`src/rtl/mbps_pkg.sv`:
```
package mbps_pkg;

  // Store sizes and pattern limit
  localparam int RAM_SIZE    = 4194304;
  localparam int ROM_SIZE    = 262144;
  localparam int PATTERN_MAX = 8;

  localparam int RAM_AW = $clog2(RAM_SIZE);
  localparam int ROM_AW = $clog2(ROM_SIZE);
  localparam int PAT_IW = (PATTERN_MAX > 1) ? $clog2(PATTERN_MAX) : 1;

  // Bus address width and scan address width (sign bit plus 25 magnitude bits)
  localparam int ADDR_W = 24;
  localparam int AD_W   = 26;

  // Item opcodes
  localparam logic OP_WRITE  = 1'b0;
  localparam logic OP_SEARCH = 1'b1;

  // Register indexes (paddr[3:2])
  localparam logic [1:0] REG_RAM_TOP  = 2'd0;
  localparam logic [1:0] REG_ROM_BASE = 2'd1;
  localparam logic [1:0] REG_ROM_END  = 2'd2;

  localparam logic [24:0] RAM_TOP_RST  = 25'h0400000;
  localparam logic [23:0] ROM_BASE_RST = 24'hE00000;
  localparam logic [24:0] ROM_END_RST  = 25'h0E40000;

  typedef struct packed {
    logic        op;
    logic [23:0] address;
    logic [7:0]  data_byte;
    logic [63:0] pattern_bytes;
    logic [3:0]  pattern_length;
    logic        search_down;
    logic        word_only;
  } in_item_t;

  typedef struct packed {
    logic        found;
    logic [23:0] match_address;
  } out_item_t;

  typedef struct packed {
    logic [24:0] ram_top;
    logic [23:0] rom_base;
    logic [24:0] rom_end;
  } cfg_regs_t;

  typedef struct packed {
    logic load;       // latch search item
    logic mem_wr;     // store a write item
    logic jump;       // hop over the RAM/ROM hole
    logic advance;    // step scan address by one
    logic issue;      // start compare at scan address
    logic rd;         // read both stores at current pointer
    logic next_byte;  // move to next pattern byte
    logic hit;        // pattern matched
    logic out_load;   // load result register
  } dp_cmd_t;

  typedef struct packed {
    logic len_zero;
    logic end_hit;
    logic skip;
    logic byte_eq;
    logic last;
  } dp_sts_t;

endpackage

```
`src/rtl/mbps_ctrl.sv`:
```
module mbps_ctrl (
  input  logic              clk,
  input  logic              rst_n,
  input  logic              in_valid,
  input  logic              in_op,
  output logic              in_ready,
  output logic              out_valid,
  input  logic              out_ready,
  input  mbps_pkg::dp_sts_t sts,
  output mbps_pkg::dp_cmd_t cmd
);
  import mbps_pkg::*;

  localparam logic [2:0] ST_IDLE = 3'd0;
  localparam logic [2:0] ST_JUMP = 3'd1;
  localparam logic [2:0] ST_TEST = 3'd2;
  localparam logic [2:0] ST_READ = 3'd3;
  localparam logic [2:0] ST_CMP  = 3'd4;
  localparam logic [2:0] ST_FIN  = 3'd5;

  logic [2:0] state_r, state_nxt;
  logic       out_valid_r, out_valid_nxt;

  assign in_ready  = (state_r == ST_IDLE);
  assign out_valid = out_valid_r;

  always_comb begin
    state_nxt = state_r;
    cmd       = '0;
    case (state_r)
      ST_IDLE: begin
        if (in_valid) begin
          if (in_op == OP_SEARCH) begin
            cmd.load  = 1'b1;
            state_nxt = ST_JUMP;
          end else begin
            cmd.mem_wr = 1'b1;
          end
        end
      end
      ST_JUMP: begin
        if (sts.len_zero) begin
          state_nxt = ST_FIN;
        end else begin
          cmd.jump  = 1'b1;
          state_nxt = ST_TEST;
        end
      end
      ST_TEST: begin
        if (sts.end_hit) begin
          state_nxt = ST_FIN;
        end else if (sts.skip) begin
          cmd.advance = 1'b1;
          state_nxt   = ST_JUMP;
        end else begin
          cmd.issue = 1'b1;
          state_nxt = ST_READ;
        end
      end
      ST_READ: begin
        cmd.rd    = 1'b1;
        state_nxt = ST_CMP;
      end
      ST_CMP: begin
        if (sts.byte_eq && sts.last) begin
          cmd.hit   = 1'b1;
          state_nxt = ST_FIN;
        end else if (sts.byte_eq) begin
          cmd.next_byte = 1'b1;
          state_nxt     = ST_READ;
        end else begin
          cmd.advance = 1'b1;
          state_nxt   = ST_JUMP;
        end
      end
      ST_FIN: begin
        if (!out_valid_r || out_ready) begin
          cmd.out_load = 1'b1;
          state_nxt    = ST_IDLE;
        end
      end
      default: begin
        state_nxt = ST_IDLE;
      end
    endcase
  end

  always_comb begin
    if (cmd.out_load) begin
      out_valid_nxt = 1'b1;
    end else if (out_ready) begin
      out_valid_nxt = 1'b0;
    end else begin
      out_valid_nxt = out_valid_r;
    end
  end

  always_ff @(posedge clk) begin
    if (!rst_n) begin
      state_r     <= ST_IDLE;
      out_valid_r <= 1'b0;
    end else begin
      state_r     <= state_nxt;
      out_valid_r <= out_valid_nxt;
    end
  end

endmodule

```
`config.mk`:
```
export PLATFORM = sky130hd
export DESIGN_NAME = mbps_ctrl
export DESIGN_NICKNAME = d
export VERILOG_FILES = /design/src/rtl/mbps_pkg.sv /design/src/rtl/mbps_ctrl.sv
export SDC_FILE = /design/constraint.sdc
export NUM_CORES = 1
export LEC_CHECK = 0
export BUFFER_PORTS_ARGS = -buffer_cell sky130_fd_sc_hd__buf_2
export CAP_MARGIN = 20
export CORE_AREA = 2 2 39 41
export DETAILED_ROUTE_END_ITERATION = 6
export DIE_AREA = 0 0 41 43
export MAX_ROUTING_LAYER = met4
export PLACE_DENSITY = 0.58
export SKIP_CTS_REPAIR_TIMING = 1
export SLEW_MARGIN = 15
export SYNTH_ARGS = -nofsm -noshare
export SYNTH_HDL_FRONTEND = slang
export SYNTH_SLANG_ARGS = --single-unit
```
`constraint.sdc`:
```
create_clock -name clk -period 1.2 [get_ports clk]
set_input_delay 0.06 -clock clk [delete_from_list [all_inputs] [get_ports clk]]
set_output_delay 0.06 -clock clk [all_outputs]
set_load 0.005 [all_outputs]
```
==> results of run 1 <==
routing by layer:
metal | up-vias | wire (um) | GRT usage [%]
met5 | - | 0 | -
met4 | 0 | 4 | 6.00
met3 | 2 | 71 | 3.14
met2 | 15 | 559 | 14.7
met1 | 181 | 418 | 13.1
li1 | 196 | - | -
worst min-delay path by stage:
| stage | from | endpoint | slack, ns | depth (start not counted) |
|---|---|---|---|---|
| CTS | in_op | state_r[0] | 0.09 | 3 |
| detailed placement | in_op | state_r[0] | 0.34 | 3 |
| global placement | out_ready | out_valid | 0.34 | 3 |
| finish | in_op | state_r[0] | 0.09 | 3 |
| floorplan | sts[4] | cmd[6] | 0.14 | 1 |
| global route | rst_n | state_r[1] | 0.11 | 2 |
sequential cells by signal, indices dropped and copies added, names as in the netlist:
name and count:
out_valid 1, state_r 3
power by group through the flow:
stage	Clock [mW]	Combinational [mW]	Sequential [mW]
after floorplan	0	0.0908	0.153
after global placement	0	0.126	0.166
after detailed placement	0	0.126	0.166
after CTS	0.184	0.127	0.164
after global routing	0.191	0.185	0.173
final	0.173	0.169	0.170
critical path, cell delays in order (launching register included):
cell	delay (ns)
dfxtp_4	0.37
buf_6	0.12
nor4_4	0.28
buf_2	0.16
metrics by stage:
stage	utilization (%)	setup TNS, ns	cells
finish	40.7	-0.0596	83
floorplan	-	0	40
CTS	33.8	-0.550	78
global placement	32.2	0	75
global route	40.7	-0.360	83
detailed placement	32.2	0	75
area by class of cell:
cell class	instances	area (um^2)	area share (%)
Multi-Input combinational cell	31	258	45.8
Inverter	2	7.51	1.33
Clock buffer	3	22.5	4.00
Timing Repair Buffer	27	164	29.1
Sequential cell	4	91.3	16.2
Tap cell	16	20.0	3.56
kinds of logic after synthesis:
| group | count (synthesis) |
|---|---|
| AOI/OAI and AO/OA | 8 |
| buffers and inverters | 5 |
| DFF | 4 |
| muxes | 1 |
| and+or+nand+nor | 22 |
layout by cell type (no fill, tap or decap), types with 2 or more instances in the layout:
cell type / Yosys / final
buf_4: 1 / 4
nand3b_1: 2 / 2
inv_1: 2 / 2
nand2_1: 4 / 4
dfxtp_4: 0 / 3
nor4_4: 1 / 2
nor2_1: 6 / 6
buf_6: 2 / 3
buf_2: 0 / 20
o21ai_0: 2 / 2
clkbuf_4: 0 / 3
==> impl_metrics.py, run 1 <==
metrics = {
    "worst_hold_path": {
        "hold_class": "input port to flip-flop",
    },
    "timing": {
        "finalHoldViolCount": 0,
        "max_slew_margin_pct": 85.2,
        "final-max-slew-violation-count": 0,
        "finalSetupViolations": 3,
        "finalWorstSetupSlack_ns": -0.0325,
        "fin_skew_ns": 0.00181,
        "fin_crit_sh_pct": 103,
        "min_period_ns": 1.23,
        "rsz0062_at_grt": "true",
        "tightest_slew_ns": 0.216,
        "whs_ns": 0.0917,
        "max_freq_mhz": 811,
    },
    "synth": {
        "synth.top_cells.by_area": "dfxtp_1 24%, buf_6 6.6%, nor2_1 6.6%, nor4_4 6.3%, nand4bb_2 4.8%",
        "synth_adder_area_share_pct": 0,
        "synth_mux_area_share_pct": 2.94,
        "synth_fp_nets": 50,
        "async_flop_share_pct": 0,
        "synth_xor_area_share_pct": 0,
        "yosys.area.top_type_share_pct": 23.5,
        "syn_area_per_cell_um2": 8.51,
        "synth_area_um2": 340,
        "synth_compound_area_share_pct": 15.8,
        "syn_inst": 40,
        "yosys.area_share.simple_pct": 46.7,
        "synth-seq-cells": 4,
        "synth_edf_count": 0,
        "synth_top_family_by_area": "simple AND/OR/NAND/NOR gates",
        "yosysMostFrequentCell": "nor2_1",
        "synth.distinct_cells": 25,
        "synth.largest_area_cell": "dfxtp_1",
        "synth_commonest_cells": "6 x nor2_1, 4 x dfxtp_1, 4 x nand2_1",
        "yosysSeqAreaShare_pct": 23.5,
        "synthFlopType": "dfxtp_1",
        "ys_warn_count": 0,
    },
    "floorplan": {
        "dieArea_um2": 1760,
        "ios": 21,
        "coreArea_um2": 1380,
        "dieWidth_um": 41,
        "start_util_pct": 24.6,
        "rows": 14,
        "die_y_um": 43,
    },
    "routing": {
        "viasPerCell": 4.75,
        "vias": 394,
        "antenna_left": 0,
        "drtIter0Drc": 4,
        "drcViolationCount": 0,
        "drt-pass1-iter-count": 4,
        "wirelength_um": 1050,
        "wl_per_cell_um": 12.7,
    },
    "worst_setup_path": {
        "cp.required_ns": 1.14,
        "reg2reg_to": "state_r[1]",
        "r2r_slack_ns": 0.11,
        "r2r_cells": 4,
        "rr_startpoint": "state_r[1]",
        "endpoint_kind": "primary output",
        "arrival_ns": 1.17,
        "critical_path.endpoint": "cmd[6]",
        "setup.worst_path.class": "flip-flop to primary output",
        "critPathMaxFanout": 6,
        "crit_path_start_kind": "flip-flop",
        "crit_path_start": "state_r[1]",
    },
    "grt": {
        "first_global_vias": 305,
        "grt_pass1_wl_um": 1250,
        "gr-total-overflow": 0,
        "track_usage_pct": 10.6,
        "antenna_found_initial": 0,
        "grt_max_degree": 10,
    },
    "power": {
        "p_leak_nw": 0.259,
        "vdd_drop_max_v": 0.000427,
        "switching_power_mw": 0.162,
        "p_total_mw": 0.513,
        "power.internal_mw": 0.350,
        "power.share.sequential_pct": 33.2,
        "power.share.clock_pct": 33.7,
        "comb_power_share_pct": 33.0,
        "swShare_pct": 31.7,
        "p_per_area_nw_per_um2": 911,
    },
    "clocking": {
        "cts_tree": "done",
        "insertion_delay_ns": 0.24,
        "path_clk_slew_ns": 0.04,
        "cts_num_sinks": 4,
        "clockBufferDepth": 2,
        "htreeDepth": 1,
        "cts_buffers": 3,
        "ctsRootBufferMaster": "clkbuf_4",
    },
    "run_status": {
        "failed_checks": "setup timing",
        "run_status": "finished, violations left",
    },
    "cells_and_area": {
        "diodes": 0,
        "nNetsFinal": 79,
        "area_growth_pct": 65.4,
        "fill_cells": 148,
        "drive_above_1_share_pct": 59.7,
        "final_area_um2": 563,
    },
    "flow_run": {
        "cap_violations": 0,
    },
    "placed_design": {
        "port-buffer-count": 20,
        "dpl_worst_slack_ns": 0.0454,
        "gp_congestion": 0.835,
        "dpl_cell_area_um2": 445,
        "dp_hpwl_um": 639,
    },
}
(Power assumes the default switching activity.)
==> inputs of run 2 (changes only) <==
==> constraint.sdc (replaced) <==
create_clock -name clk -period 1.6 [get_ports clk]
set_input_delay 0.08 -clock clk [delete_from_list [all_inputs] [get_ports clk]]
set_output_delay 0.08 -clock clk [all_outputs]
set_load 0.1 [all_outputs]
==> run 2 against run 1 <==
Against the previous run:
- the flow now finishes without violations
- final area rose by 12%
- setup slack improved by 0.21 ns
- highest routed layer is now met3
- total power rose by 1.5%
- largest power group is now combinational cells
- clock power fell by 27%
- critical path depth fell by 1
==> impl_metrics.py, run 2 (synthesis gave the netlist of run 1 again) <==
metrics = {
    "clocking": {
        "ctsRootBufferMaster": "clkbuf_4",
        "cts_num_sinks": 4,
        "insertion_delay_ns": 0.23,
        "cts_buffers": 3,
        "path_clk_slew_ns": 0.04,
        "cts_tree": "done",
        "clockBufferDepth": 2,
        "htreeDepth": 1,
    },
    "routing": {
        "wirelength_um": 882,
        "drt-pass1-iter-count": 4,
        "viasPerCell": 4.61,
        "antenna_left": 0,
        "drtIter0Drc": 1,
        "drcViolationCount": 0,
        "wl_per_cell_um": 11.6,
        "vias": 350,
    },
    "timing": {
        "tns_ns": 0,
        "tightest_slew_ns": 0.483,
        "finalSetupViolations": 0,
        "rsz0062_at_grt": "false",
        "min_period_ns": 1.42,
        "final-max-slew-violation-count": 0,
        "fin_skew_ns": 0.000868,
        "finalHoldViolCount": 0,
        "max_slew_margin_pct": 68.0,
        "fin_crit_sh_pct": 88.8,
        "finalWorstSetupSlack_ns": 0.180,
        "max_freq_mhz": 704,
    },
    "grt": {
        "grt_pass1_wl_um": 1570,
        "grt_max_degree": 11,
        "track_usage_pct": 13.4,
        "first_global_vias": 369,
        "antenna_found_initial": 0,
        "gr-total-overflow": 0,
    },
    "flow_run": {
        "cap_violations": 0,
    },
    "placed_design": {
        "dp_hpwl_um": 747,
        "dpl_cell_area_um2": 607,
        "dpl_worst_slack_ns": 0.251,
        "port-buffer-count": 20,
        "gp_congestion": 0.666,
    },
    "power": {
        "swShare_pct": 46.3,
        "vdd_drop_max_v": 0.000411,
        "p_per_area_nw_per_um2": 824,
        "p_leak_nw": 0.247,
        "power.internal_mw": 0.279,
        "power.share.sequential_pct": 26.0,
        "switching_power_mw": 0.241,
        "comb_power_share_pct": 49.6,
        "power.share.clock_pct": 24.4,
    },
    "floorplan": {
        "coreArea_um2": 1380,
        "rows": 14,
        "dieWidth_um": 41,
        "die_y_um": 43,
        "start_util_pct": 24.6,
        "ios": 21,
        "dieArea_um2": 1760,
    },
    "cells_and_area": {
        "layout_commonest_cell": "buf_2",
        "final_area_um2": 632,
        "largest_reg_flops": 3,
        "final_cell_mix": "11 x buf_2, 9 x buf_12, 4 x nor2_2, 4 x dfxtp_2",
        "top_register": "state_r",
        "diodes": 0,
        "area_growth_pct": 85.7,
        "drive_above_1_share_pct": 65.0,
        "nNetsFinal": 72,
    },
    "run_status": {
        "run_status": "finished clean",
    },
    "worst_hold_path": {
        "hold_class": "input port to flip-flop",
    },
    "worst_setup_path": {
        "cp.required_ns": 1.52,
        "critPathMaxFanout": 10,
        "arrival_ns": 1.34,
        "endpoint_kind": "primary output",
        "setup.worst_path.class": "flip-flop to primary output",
        "crit_path_start_kind": "flip-flop",
    },
}
run 2: critical path, cell delays in order (launching register included):
cell and delay, ns:
dfxtp_2 0.38, nor3_4 0.26, buf_2 0.46
run 2: area by class of cell:
class / instances / area [um^2]
clock buffer: 3 / 22.5
timing repair buffer: 20 / 235
multi-input combinational: 31 / 262
tap: 16 / 20.0
inverter: 2 / 7.51
sequential: 4 / 85.1
fill: 137 / 752
run 2: routing by layer:
layer | vias up | part of all wire, % | GRT usage [%]
li1 | 183 | - | -
met1 | 161 | 43 | 17.7
met2 | 6 | 52 | 17.8
met3 | 0 | 4.3 | 3.14
met4 | 0 | 0 | 8.00
met5 | - | 0 | -
run 2: metrics by stage:
| stage | utilization (%) | hold WS [ns] | std cells | power, mW |
|---|---|---|---|---|
| 2_1_floorplan | - | 0.200 | 40 | 0.325 |
| 3_3_place_gp | 43.9 | 0.351 | 73 | 0.393 |
| 3_5_place_dp | 43.9 | 0.360 | 73 | 0.396 |
| 4_1_cts | 45.5 | 0.107 | 76 | 0.531 |
| 5_1_grt | 45.7 | 0.125 | 76 | 0.551 |
| 6_report | 45.7 | 0.116 | 76 | 0.521 |
run 2: power groups by stage:
stage                     registers, mW  clock network [mW]  logic [mW]
final                             0.135               0.127       0.258
after global routing              0.138               0.143       0.269
after CTS                         0.134               0.137       0.260
after detailed placement          0.136                   0       0.260
after global placement            0.134                   0       0.259
after floorplan                   0.120                   0       0.205
run 2: worst paths after layout:
| kind | endpoint | cells past startpoint | slack (ns) | start |
|---|---|---|---|---|
| setup reg to reg | state_r[1] | 3 | 0.43 | state_r[0] |
| hold reg to reg | out_valid | 2 | 0.47 | out_valid |
| hold / removal | out_valid | 3 | 0.12 | out_ready |
| setup / recovery | in_ready | 2 | 0.18 | state_r[0] |
==> inputs of run 3 (changes only) <==
--- a/config.mk
+++ b/config.mk
@@ -7,11 +7,11 @@
 export LEC_CHECK = 0
 export BUFFER_PORTS_ARGS = -buffer_cell sky130_fd_sc_hd__buf_2
 export CAP_MARGIN = 20
-export CORE_AREA = 2 2 39 41
+export CORE_MARGIN = 2
+export CORE_UTILIZATION = 24
 export DETAILED_ROUTE_END_ITERATION = 6
-export DIE_AREA = 0 0 41 43
 export MAX_ROUTING_LAYER = met4
-export PLACE_DENSITY = 0.58
+export PLACE_DENSITY = 0.56
 export SKIP_CTS_REPAIR_TIMING = 1
 export SLEW_MARGIN = 15
 export SYNTH_ARGS = -nofsm -noshare
==> run 3 against run 2 <==
Against the previous run:
- total power fell by 0.77%
- cell count fell by 1.3%
- hold slack improved by 0.0038 ns
- die area fell by 1.6%
- combinational power barely moved
- critical path depth did not move
- count of clock-buffer cells in the layout did not move
- sequential share of layout area barely moved
- sequential power barely moved
- non-clock buffer count did not move
- largest cell class unchanged
==> impl_metrics.py, run 3 (synthesis gave the netlist of run 1 again) <==
metrics = {
    "worst_hold_path": {
        "hold_class": "input port to flip-flop",
    },
    "worst_setup_path": {
        "crit_family": "buffers and inverters",
        "endpoint_kind": "primary output",
        "crit_chain": "nor3_4 > buf_2",
        "crit_path_top_delay_cell": "buf_2",
        "slowest_delay_ns": 0.46,
        "crit_path_start_kind": "flip-flop",
        "arrival_ns": 1.33,
        "r2r_cells": 3,
        "critical_path.endpoint": "in_ready",
        "cp.required_ns": 1.52,
        "setup.worst_path.class": "flip-flop to primary output",
        "crit_path_start": "state_r[0]",
        "reg2reg_to": "state_r[1]",
        "critPathMaxFanout": 10,
        "r2r_slack_ns": 0.42,
        "worst-path-buf-inv": 1,
        "worstSetupPathDepth": 2,
        "rr_startpoint": "state_r[0]",
    },
    "timing": {
        "max_slew_margin_pct": 67.9,
        "finalSetupViolations": 0,
        "rsz0062_at_grt": "false",
        "max_freq_mhz": 707,
        "tns_ns": 0,
        "fin_skew_ns": 0.00243,
        "fin_crit_sh_pct": 88.4,
        "final-max-slew-violation-count": 0,
        "finalHoldViolCount": 0,
        "min_period_ns": 1.41,
        "tightest_slew_ns": 0.485,
    },
    "placed_design": {
        "gp_congestion": 0.795,
        "placed_cells": 72,
        "dp_hpwl_um": 673,
        "port-buffer-count": 20,
    },
    "clocking": {
        "cts_tree": "done",
        "insertion_delay_ns": 0.23,
        "cts_num_sinks": 4,
        "cts_buffers": 3,
        "path_clk_slew_ns": 0.04,
        "clockBufferDepth": 2,
        "ctsRootBufferMaster": "clkbuf_4",
        "htreeDepth": 1,
    },
    "floorplan": {
        "die_y_um": 41.7,
        "dieArea_um2": 1740,
        "rows": 13,
        "ios": 21,
        "start_util_pct": 25.8,
        "coreArea_um2": 1320,
        "dieWidth_um": 41.7,
    },
    "routing": {
        "antenna_left": 0,
        "drcViolationCount": 0,
        "drt-pass1-iter-count": 4,
        "vias": 364,
        "wirelength_um": 833,
        "viasPerCell": 4.85,
        "drtIter0Drc": 5,
        "wl_per_cell_um": 11.1,
    },
    "cells_and_area": {
        "diodes": 0,
        "final_util_pct": 47.9,
        "nNetsFinal": 72,
        "final_cell_mix": "11 x buf_2, 9 x buf_12, 4 x nor2_2, 4 x dfxtp_2",
        "drive_above_1_share_pct": 65.0,
        "top_register": "state_r",
        "largest_reg_flops": 3,
        "fill_cells": 126,
        "layout_commonest_cell": "buf_2",
        "area_growth_pct": 85.3,
        "layout.cells.non_filler": 75,
    },
    "power": {
        "p_per_area_nw_per_um2": 819,
        "p_total_mw": 0.516,
        "p_leak_nw": 0.247,
        "power.share.sequential_pct": 26.2,
        "power.internal_mw": 0.279,
        "power.share.clock_pct": 23.8,
        "switching_power_mw": 0.237,
        "swShare_pct": 46.0,
        "vdd_drop_max_v": 0.000299,
        "comb_power_share_pct": 50.1,
    },
    "grt": {
        "gr-total-overflow": 0,
        "antenna_found_initial": 0,
        "first_global_vias": 335,
        "grt_max_degree": 11,
        "use_met2_pct": 14.1,
        "top_usage_layer": "met1",
        "grt_use_met3_pct": 4.35,
        "grt_pass1_wl_um": 1450,
        "use_met1_pct": 15.3,
        "track_usage_pct": 11.0,
    },
    "run_status": {
        "run_status": "finished clean",
    },
    "flow_run": {
        "cap_violations": 0,
    },
}
[run 3: cell counts in the layout (fill, tap and decap cells not counted)]
Identical to the previous run, type by type.
[run 3: layout make-up]
cell class              instances  area (um^2)  share of cell area, %
repair buffers                 20          235                   37.3
multi-input cells              31          262                   41.5
clock buffers                   3         22.5                   3.57
well taps                      15         18.8                   2.98
flip-flops and latches          4         85.1                   13.5
inverters                       2         7.51                   1.19
[run 3: worst min-delay path by stage]
stage,depth (start not counted),end,from
3_5_place_dp,3,out_valid,out_ready
4_1_cts,3,out_valid,out_ready
5_1_grt,3,out_valid,out_ready
2_1_floorplan,1,state_r[1],rst_n
3_3_place_gp,3,out_valid,out_ready
6_report,3,out_valid,out_ready
[run 3: worst register-to-register path: stages, from the launching register on]
cell       delay (ns)
dfxtp_2          0.46
nand4bb_2        0.24
nor2_2           0.07
o31a_1           0.29
[run 3: per-stage QoR]
step	setup WS, ns	hold slack [ns]	cell area, um^2
floorplan	-0.433	0.200	382
global placement	0.240	0.352	606
finish	0.185	0.120	631
detailed placement	0.231	0.357	606
CTS	0.0252	0.112	628
global route	0.101	0.114	631
[run 3: per-layer routing]
layer / vias up / share of wire (%)
met1: 164 / 45
met3: 2 / 6.4
met4: 0 / 0.72
met2: 12 / 47
li1: 186 / -
met5: - / 0
[run 3: power groups by stage]
stage          registers, mW  logic (mW)  clock network, mW
3_3_place_gp           0.135       0.259                  0
4_1_cts                0.134       0.260              0.130
2_1_floorplan          0.120       0.205                  0
6_report               0.135       0.259              0.123
3_5_place_dp           0.136       0.260                  0
5_1_grt                0.139       0.269              0.137
